### config.mk
export PLATFORM = sky130hd
export DESIGN_NAME = rpp_parse_flat
export DESIGN_NICKNAME = d
export VERILOG_FILES = /design/src/design/rpp_pkg.sv /design/src/design/rpp_in_if.sv /design/src/design/rpp_parse.sv /design/src/flat_wrapper.sv
export SDC_FILE = /design/constraint.sdc
export NUM_CORES = 1
export LEC_CHECK = 0
export BUFFER_PORTS_ARGS = -buffer_cell sky130_fd_sc_hd__buf_2
export CAP_MARGIN = 0
export CORE_MARGIN = 2
export CORE_UTILIZATION = 45
export CTS_BUF_LIST = sky130_fd_sc_hd__clkbuf_4
export DETAILED_ROUTE_END_ITERATION = 8
export GPL_ROUTABILITY_DRIVEN = 0
export MAX_ROUTING_LAYER = met4
export PLACE_DENSITY = 0.7
export SLEW_MARGIN = 20
export SYNTH_ARGS = -nofsm -noshare
export SYNTH_HDL_FRONTEND = slang
export SYNTH_SLANG_ARGS = --single-unit
### constraint.sdc
create_clock -name clk -period 4.1 [get_ports clk]
set_clock_uncertainty 0.15 [all_clocks]
set_input_delay 0.205 -clock clk [delete_from_list [all_inputs] [get_ports clk]]
set_output_delay 0.205 -clock clk [all_outputs]
set_load 0.005 [all_outputs]
### src/design/rpp_pkg.sv
// RTCP report parser package: result record type, push bundle, phase enum,
// protocol constants. No dependencies.
`default_nettype none

package rpp_pkg;

    localparam logic [7:0] PREFIX_MARK = 8'h24;  // '$' interleave marker
    localparam logic [4:0] PREFIX_LEN  = 5'd4;
    localparam logic [4:0] HEADER_LEN  = 5'd4;
    localparam logic [4:0] SSRC_LEN    = 5'd4;
    localparam logic [4:0] RECORD_LEN  = 5'd24;

    localparam logic [7:0] PT_SR   = 8'd200;
    localparam logic [7:0] PT_RR   = 8'd201;
    localparam logic [7:0] PT_SDES = 8'd202;
    localparam logic [7:0] PT_APP  = 8'd204;

    localparam logic [1:0] KIND_SENDER = 2'd0;
    localparam logic [1:0] KIND_BLOCK  = 2'd1;
    localparam logic [1:0] KIND_STATUS = 2'd2;

    localparam logic [1:0] ST_OK        = 2'd0;
    localparam logic [1:0] ST_SHORT     = 2'd1;
    localparam logic [1:0] ST_UNKNOWN   = 2'd2;
    localparam logic [1:0] ST_TRUNCATED = 2'd3;

    typedef enum logic [3:0] {
        PH_IDLE   = 4'd0,
        PH_PREFIX = 4'd1,
        PH_HEADER = 4'd2,
        PH_SENDER = 4'd3,
        PH_RRSSRC = 4'd4,
        PH_BLOCK  = 4'd5,
        PH_DRAIN  = 4'd6
    } phase_t;

    typedef struct packed {
        logic [1:0]  kind;
        logic [1:0]  status;
        logic [7:0]  payload_type;
        logic [31:0] ssrc;
        logic [63:0] ntp_timestamp;
        logic [31:0] word_a;
        logic [31:0] word_b;
        logic [31:0] word_c;
        logic [31:0] word_d;
        logic [7:0]  fraction_lost;
        logic [23:0] cumulative_lost;
        logic        end_of_run;
    } result_t;

    // Results produced by one byte: count (0..2), first and second in order.
    typedef struct packed {
        logic [1:0] count;
        result_t    first;
        result_t    second;
    } push_t;

endpackage

`default_nettype wire

### src/design/rpp_in_if.sv
// Packet byte channel: valid/ready with byte and end marker.
// No dependencies.
`default_nettype none

interface rpp_in_if;
    logic       valid;
    logic       ready;
    logic [7:0] byte_in;
    logic       end_of_packet;

    modport source (output valid, output byte_in, output end_of_packet, input ready);
    modport sink   (input valid, input byte_in, input end_of_packet, output ready);
endinterface

`default_nettype wire

### src/design/rpp_parse.sv
// Byte-level parser state and record assembly; emits up to two results per
// accepted byte. Depends on rpp_pkg, rpp_in_if.
`default_nettype none

module rpp_parse
    import rpp_pkg::*;
(
    input  wire logic clk,
    input  wire logic rst_n,
    rpp_in_if.sink    packet,
    input  wire logic room,
    output push_t     push
);

    phase_t      phase_reg, phase_next;
    logic [4:0]  count_reg, count_next;
    logic        skip_reg, skip_next;
    logic [31:0] header_reg, header_next;
    logic [4:0]  blocks_reg, blocks_next;
    logic [31:0] shift_reg, shift_next;
    logic [31:0] ssrc_reg, ssrc_next;
    logic [63:0] ntp_reg, ntp_next;
    logic [31:0] word_reg [4];
    logic [31:0] word_next [4];
    logic [31:0] loss_reg, loss_next;
    logic [1:0]  err_reg, err_next;

    logic fire;
    assign packet.ready = room;
    assign fire = packet.valid & room;

    always_ff @(posedge clk or negedge rst_n)
    begin
        if (!rst_n)
        begin
            phase_reg  <= PH_IDLE;
            count_reg  <= '0;
            skip_reg   <= 1'b0;
            header_reg <= '0;
            blocks_reg <= '0;
            shift_reg  <= '0;
            ssrc_reg   <= '0;
            ntp_reg    <= '0;
            word_reg   <= '{default: '0};
            loss_reg   <= '0;
            err_reg    <= '0;
        end
        else if (fire)
        begin
            phase_reg  <= phase_next;
            count_reg  <= count_next;
            skip_reg   <= skip_next;
            header_reg <= header_next;
            blocks_reg <= blocks_next;
            shift_reg  <= shift_next;
            ssrc_reg   <= ssrc_next;
            ntp_reg    <= ntp_next;
            word_reg   <= word_next;
            loss_reg   <= loss_next;
            err_reg    <= err_next;
        end
    end

    always_comb
    begin
        logic [7:0]  b;
        logic [2:0]  slot;
        logic        sender;
        logic        rec_valid;
        logic        hdr;
        logic [1:0]  st;
        logic [4:0]  rc;
        logic [7:0]  pt;
        result_t     rec;
        result_t     stat;

        b          = packet.byte_in;
        phase_next  = phase_reg;
        count_next  = count_reg;
        skip_next   = skip_reg;
        header_next = header_reg;
        blocks_next = blocks_reg;
        shift_next  = shift_reg;
        ssrc_next   = ssrc_reg;
        ntp_next    = ntp_reg;
        word_next   = word_reg;
        loss_next   = loss_reg;
        err_next    = err_reg;
        rec_valid   = 1'b0;
        rec         = '0;
        stat        = '0;
        slot        = '0;
        sender      = (phase_reg == PH_SENDER);
        rc          = header_reg[28:24];
        pt          = header_reg[23:16];

        case (phase_reg)
            PH_PREFIX:
            begin
                count_next = count_reg + 5'd1;
                if (count_next >= PREFIX_LEN)
                begin
                    phase_next  = PH_HEADER;
                    count_next  = '0;
                    header_next = '0;
                end
            end
            PH_HEADER:
            begin
                header_next = {header_reg[23:0], b};
                count_next  = count_reg + 5'd1;
                if (count_next >= HEADER_LEN)
                begin
                    rc          = header_next[28:24];
                    pt          = header_next[23:16];
                    err_next    = ST_OK;
                    blocks_next = rc;
                    count_next  = '0;
                    if (rc == 5'd0)
                        phase_next = PH_DRAIN;
                    else if (pt == PT_SR)
                        phase_next = PH_SENDER;
                    else if (pt == PT_RR)
                        phase_next = PH_RRSSRC;
                    else if (pt >= PT_SDES && pt <= PT_APP)
                        phase_next = PH_DRAIN;
                    else
                    begin
                        phase_next = PH_DRAIN;
                        err_next   = ST_UNKNOWN;
                    end
                end
            end
            PH_SENDER, PH_RRSSRC, PH_BLOCK:
            begin
                shift_next = {shift_reg[23:0], b};
                count_next = count_reg + 5'd1;
                if (count_next[1:0] == 2'd0)
                begin
                    // word slot within the record, one per four bytes
                    slot = count_next[4:2] - 3'd1;
                    case (slot)
                        3'd0: ssrc_next = shift_next;
                        3'd1:
                        begin
                            if (sender)
                                ntp_next = {shift_next, 32'd0};
                            else
                                loss_next = shift_next;
                        end
                        3'd2:
                        begin
                            word_next[0] = shift_next;
                            if (sender)
                                ntp_next = {ntp_reg[63:32], shift_next};
                        end
                        3'd3: word_next[1] = shift_next;
                        3'd4: word_next[2] = shift_next;
                        3'd5: word_next[3] = shift_next;
                        default: ;
                    endcase
                end
                if (phase_reg == PH_RRSSRC && count_next >= SSRC_LEN)
                begin
                    phase_next = PH_BLOCK;
                    count_next = '0;
                end
                else if (phase_reg != PH_RRSSRC && count_next >= RECORD_LEN)
                begin
                    rec_valid        = 1'b1;
                    rec.payload_type = header_reg[23:16];
                    rec.ssrc         = ssrc_next;
                    if (sender)
                    begin
                        rec.kind          = KIND_SENDER;
                        rec.ntp_timestamp = ntp_next;
                        rec.word_a        = word_next[1];
                        rec.word_b        = word_next[2];
                        rec.word_c        = word_next[3];
                        phase_next        = PH_BLOCK;
                    end
                    else
                    begin
                        rec.kind            = KIND_BLOCK;
                        rec.word_a          = word_next[0];
                        rec.word_b          = word_next[1];
                        rec.word_c          = word_next[2];
                        rec.word_d          = word_next[3];
                        rec.fraction_lost   = loss_next[31:24];
                        rec.cumulative_lost = loss_next[23:0];
                        blocks_next         = blocks_reg - 5'd1;
                        if (blocks_next == 5'd0)
                        begin
                            phase_next = PH_DRAIN;
                            err_next   = ST_OK;
                        end
                    end
                    count_next = '0;
                end
            end
            PH_DRAIN: ;
            default:
            begin
                // idle, and any unused phase code
                count_next = 5'd1;
                if (b == PREFIX_MARK)
                begin
                    skip_next   = 1'b1;
                    phase_next  = PH_PREFIX;
                    header_next = '0;
                end
                else
                begin
                    skip_next   = 1'b0;
                    header_next = {24'd0, b};
                    phase_next  = PH_HEADER;
                end
            end
        endcase

        // end-of-packet status, judged on the phase after this byte
        hdr = (phase_next == PH_SENDER) || (phase_next == PH_RRSSRC) ||
              (phase_next == PH_BLOCK) || (phase_next == PH_DRAIN);
        if (phase_next == PH_HEADER)
            st = skip_next ? ST_TRUNCATED : ST_SHORT;
        else if (phase_next == PH_DRAIN)
            st = err_next;
        else if (hdr)
            st = ST_TRUNCATED;
        else
            st = ST_SHORT;
        stat.kind       = KIND_STATUS;
        stat.status     = st;
        stat.end_of_run = 1'b1;
        if (hdr)
        begin
            stat.payload_type = header_next[23:16];
            stat.word_a       = {27'd0, header_next[28:24]};
        end
        if (packet.end_of_packet)
        begin
            phase_next = PH_IDLE;
            count_next = '0;
        end

        push = '0;
        if (fire)
        begin
            if (rec_valid && packet.end_of_packet)
            begin
                push.count  = 2'd2;
                push.first  = rec;
                push.second = stat;
            end
            else if (rec_valid)
            begin
                push.count            = 2'd1;
                push.first            = rec;
                push.first.end_of_run = 1'b1;
            end
            else if (packet.end_of_packet)
            begin
                push.count = 2'd1;
                push.first = stat;
            end
        end
    end

endmodule

`default_nettype wire

### src/flat_wrapper.sv
// flat-port wrapper written by rule: the top's interface ports become plain ports
module rpp_parse_flat import rpp_pkg::*;
  (clk, rst_n, room, push, packet_valid, packet_byte_in, packet_end_of_packet, packet_ready);
  rpp_in_if packet_i ();
  input  wire logic clk;
  input  wire logic rst_n;
  input  wire logic room;
  output push_t push;
  input wire logic [$bits(packet_i.valid)-1:0] packet_valid;
  input wire logic [$bits(packet_i.byte_in)-1:0] packet_byte_in;
  input wire logic [$bits(packet_i.end_of_packet)-1:0] packet_end_of_packet;
  output wire logic [$bits(packet_i.ready)-1:0] packet_ready;
  assign packet_i.valid = packet_valid;
  assign packet_i.byte_in = packet_byte_in;
  assign packet_i.end_of_packet = packet_end_of_packet;
  assign packet_ready = packet_i.ready;
  rpp_parse u_core (.clk(clk), .rst_n(rst_n), .packet(packet_i), .room(room), .push(push));
endmodule
# --- Word level (Yosys, flattened, before mapping) ---
# Cells that the tools add are included.
word_totals:
  register_bits: 326
  inputBits: 13
  output_inout_bits: 541
classes:
  n_addsub: 3
  n_lt_le_gt_ge: 4
  eq_ne: 26
  mux: 75
  n_bitwise: 2
  n_reduce_logical: 20
ops:
  columns: ["cell", "n"]
  rows:
  - ["$mux W264", 3]
  - ["$mux W271", 2]
  - ["$mux W540", 1]
  - ["$mux W32", 10]
  - ["$mux W270", 1]
  - ["$mux W269", 1]
  - ["$mux W64", 4]
  - ["$mux W128", 1]
  - ["$pmux W64 S2", 1]
  - ["$mux W96", 1]
  - ["$pmux W29 S3", 1]
  - ["$mux W5", 9]
  - ["$mux W2", 18]
  - ["$mux W4", 9]
  - ["$mux W29", 1]
  - ["$eq A4 B3 Y1 const B", 6]
  - ["$eq A4 B2 Y1 const B", 4]
  - ["$eq A8 B8 Y1 const B", 2]
  - ["$mux W8", 2]
  - ["$pmux W4 S4", 1]
  - ["$pmux W5 S3", 1]
  - ["$logic_not A5 Y1", 2]
  - ["$pmux W5 S2", 1]
  - ["$eq A8 B6 Y1 const B", 1]
  - ["other kinds (30)", 47]

# --- Depth between registers and ports, before layout ---
depth:
  word_depth: 18
  mapped_depth: 11

# --- Worst setup path after synthesis ---
# Ideal clock, no wire load.
synth_path:
  path_kind: "register to output"
  startpoint: "reg u_core.count_reg[0]"
  endpoint: "out push[528] (netlist bit)"
  arrival_ps: 2554
  required_time_ps: 3745
  setup_slack_ps: 1191
  stages_incl_launch_ff: 11
  path_buffers: 1
  cell_sequence: "dfrtp_1 ha_1 and4_1 nor4_4 a21oi_1 o221a_1 nor3_2 o21ai_1 a31o_1 buf_6 a22o_1"
synth_rtl:
  columns: ["element", "line", "rtl"]
  rows:
  - ["start: declaration", "rpp_parse.sv:16", "logic [4:0] count_reg, count_next;"]
  - ["start signal: assignment", "rpp_parse.sv:51", "count_reg <= count_next;"]
  - ["end: declaration", "flat_wrapper.sv:8", "output push_t push;"]

==> metrics.txt <==
ys flop type=dfrtp_1; Final Total Pwr=7.569 mW; Largest register FFs=128; largest net degree at the start of global routing=105; die height=215.3 um; R2R depth=9; final net count=2610; Post-Synth XOR/XNOR Area=0%; CTS tree=built; Vias/cell=5.549; worst hold slack=about 74 ps; H-tree levels=3; Max-Cap Viols=0; Worst path top cell family by delay=compound AO/OA/AOI/OAI gates; status=complete, no violations; Post-synth EDFFs=0; Worst setup endpoint=push[528]; post-synth top area share=40.60%; Worst Path Class, Setup=flop to output port; Max stage delay cell, worst path=dfrtp_2; leakage power=11.21 nW; fin util=just over 50%; WP data arrival=3610 ps; CTS Sinks=326; Worst EP required=3740 ps; asr flop ratio synth=between 90% and 100%; routed wire length=67.20 mm; main combinational cell family by area after synthesis=simple AND/OR/NAND/NOR gates; Placed Area=21210 um2; Post-Synth Adder-Cell Area=0.3736%; number of global-route vias before repair=16750; initial DRC count=about 1700; GRT overflow=0; Hold Violations, Final=0; fill count=4056; CP max FO=8; Core ar.=44120 um2; r2r startpoint=u_core.count_reg[1]; CP endpoint kind=output port; slew margin rel.=25.72%; maximum VDD drop=180.2 uV; post-DR wirelength/cell=20.72 um; sequential-to-total area share from yosys stat=40.60%; post-synthesis register bit count=326; CP cell instances=ha_4 > and4_1 > nor4_4 > buf_4 > buf_4 > a21oi_2 > o221a_1 > nor3_2 > o21ai_1 > a31o_2 > a22o_1 > buf_2; Tightest Pin Transition=1110 ps; Commonest cells post-synth=nand2_1 (482), dfrtp_1 (326), buf_4 (260); CP Launch Type=flop; Root Buffer Master=clkbuf_4; FF-to-FF End=u_core.ssrc_reg[11]; CP max stage delay=450 ps; final non-filler cell total=about 3200; clk buf depth=3; Die Span X=approximately 220 um; Initial Util=45.54%; Synth area leaders=dfrtp_1 (41%), mux2_2 (12%), buf_4 (9.7%); Area Growth Syn to Fin=13.90%; fin. max-slew vios=0; synthesized area=20090 um2; pwr dens=330.7 nW/um2; FF+latch area=8165 um2; Buf/Inv on CP=3; Post-Place Cells=3056; Synth cell types=75; Post-Synth Simple-Gate Area=17.68%; most frequent cell after synthesis=nand2_1; initial antenna violation count=3; Hold Crit Class=input port to flop; Reg clk slew, reported paths=70 ps; share of layout cells above drive strength 1=30.89%; reg-to-reg setup timing slack=730 ps; yosys warns=0; Worst-Skew Late Latency=770 ps; Synth Instances=2311; first-pass GRT wire length=100.9 mm; Max Clk Rate=roughly 250 MHz; detailed-route DRC error count=0; Antenna Nets Post-Route=0; Final HPWL DP=44.36 mm; Synth Area in Compound Gates=13.72%; row count=77; total number of vias=18000; die area=46360 um2; drt pass-1 iters=6; I/O Pins=554; Final Setup Violations=0; post-synthesis mux area share=approximately 14%; TritonCTS Buffers=89; CP Depth=12; Worst path most repeated cell=buf_4; crit path launch=u_core.count_reg[1]; Tmin final=3961 ps; fin area=22890 um2; GRT Total Usage=28.76%; area of the multi-input gates=10500 um2; final period utilization=a little over nine tenths; cell type contributing the most total cell area after synthesis=dfrtp_1; Synth Area per Inst=between 8 and 9 um2; # port buffers=301
==> cell usage in the layout, fill, tap and decap left out, types with 4 or more instances in the layout <==
master / n
nor3_1: 19
dfrtp_1: 320
o21ai_0: 96
nor2_4: 9
buf_2: 300
mux2i_1: 27
dfrtp_2: 6
a211oi_1: 75
a22oi_1: 6
mux2_2: 221
nand3_1: 46
o221ai_1: 32
a21oi_1: 147
inv_1: 8
a22o_1: 7
nand2_1: 472
nor2b_1: 32
inv_2: 5
buf_12: 13
buf_4: 57
a21oi_2: 8
nand2b_1: 5
or2_2: 7
and3_1: 9
ha_1: 5
o32ai_1: 5
clkinv_1: 14
clkbuf_4: 129
conb_1: 252
nand2_4: 5
diode_2: 4
a211oi_2: 12
and2_1: 6
nor2_1: 180
o2bb2ai_1: 8
dlygate4sd3_1: 13
==> area by class of cell <==
type / instances / area share (%)
Multi-Input combinational cell: 1777 / 45.86
Sequential cell: 326 / 35.68
Timing Repair Buffer: 387 / 10.44
Clock buffer: 129 / 4.231
Tap cell: 592 / 3.236
Clock inverter: 19 / 0.3444
Inverter: 10 / 0.1640
Antenna cell: 4 / 0.04373
==> layer usage <==
layer  vias up  part of all wire [%]  GRT usage (%)
met5         -                     0              -
met4         0                   3.6          11.43
li1       7964                     -              -
met1      8852                    40          37.51
met2      1010                    48          44.71
met3       174                   8.4          4.869
==> metrics by stage <==
| stage | setup TNS [ps] | worst slack, ps |
|---|---|---|
| 6_report | 0 | 139.0 |
| 5_1_grt | -107.7 | -48.19 |
| 4_1_cts | 0 | 15.07 |
| 3_5_place_dp | 0 | 342.4 |
| 3_3_place_gp | 0 | 458.7 |
| 2_1_floorplan | 0 | 1191 |
==> logic make-up after synthesis <==
kind of cell,after synthesis
AO/OA/AOI/OAI,438
multiplexers,251
other,1
AND/OR/NAND/NOR,828
buffers and inverters,461
adder cells (fa/ha/maj),6
flip-flops,326
==> how the worst min path moves through the flow <==
| stage | from | end | slack (ps) | depth (start not counted) |
|---|---|---|---|---|
| after floorplan | rst_n | u_core.blocks_reg[0] | -240 | 0 |
| after CTS | packet_valid | u_core.header_reg[6] | 2 | 4 |
| after global placement | rst_n | u_core.word_reg[35] | 190 | 1 |
| after detailed placement | rst_n | u_core.word_reg[35] | 200 | 1 |
| after global routing | packet_valid | u_core.header_reg[1] | 60 | 4 |
| final | packet_valid | u_core.header_reg[1] | 70 | 4 |
==> repair_timing <==
action | CTS | global route
hold buffers | 13 | 0
cloned | 1 | 2
hold endpoints to repair | 192 | 0
endpoints found under the setup margin | 233 | 250
buffers inserted | 8 | 12
pin swaps | 3 | 6
resized for setup | 30 | 34
==> power breakdown <==
group,total (mW),switching [mW],internal [mW]
combinational,0.786,0.540,0.246
sequential,3.95,0.585,3.36
clock,2.84,1.41,1.43
total,7.57,2.53,5.04
==> worst reg2reg max path: cells and delay by family (launching register included) <==
family,cells,cell delay [ps]
mux,1,570
simple gates,4,1240
compound gates,2,410
flops,1,450
buf+inv,1,230
fa+ha+maj,1,200
Power figures use the tool's default switching activity.
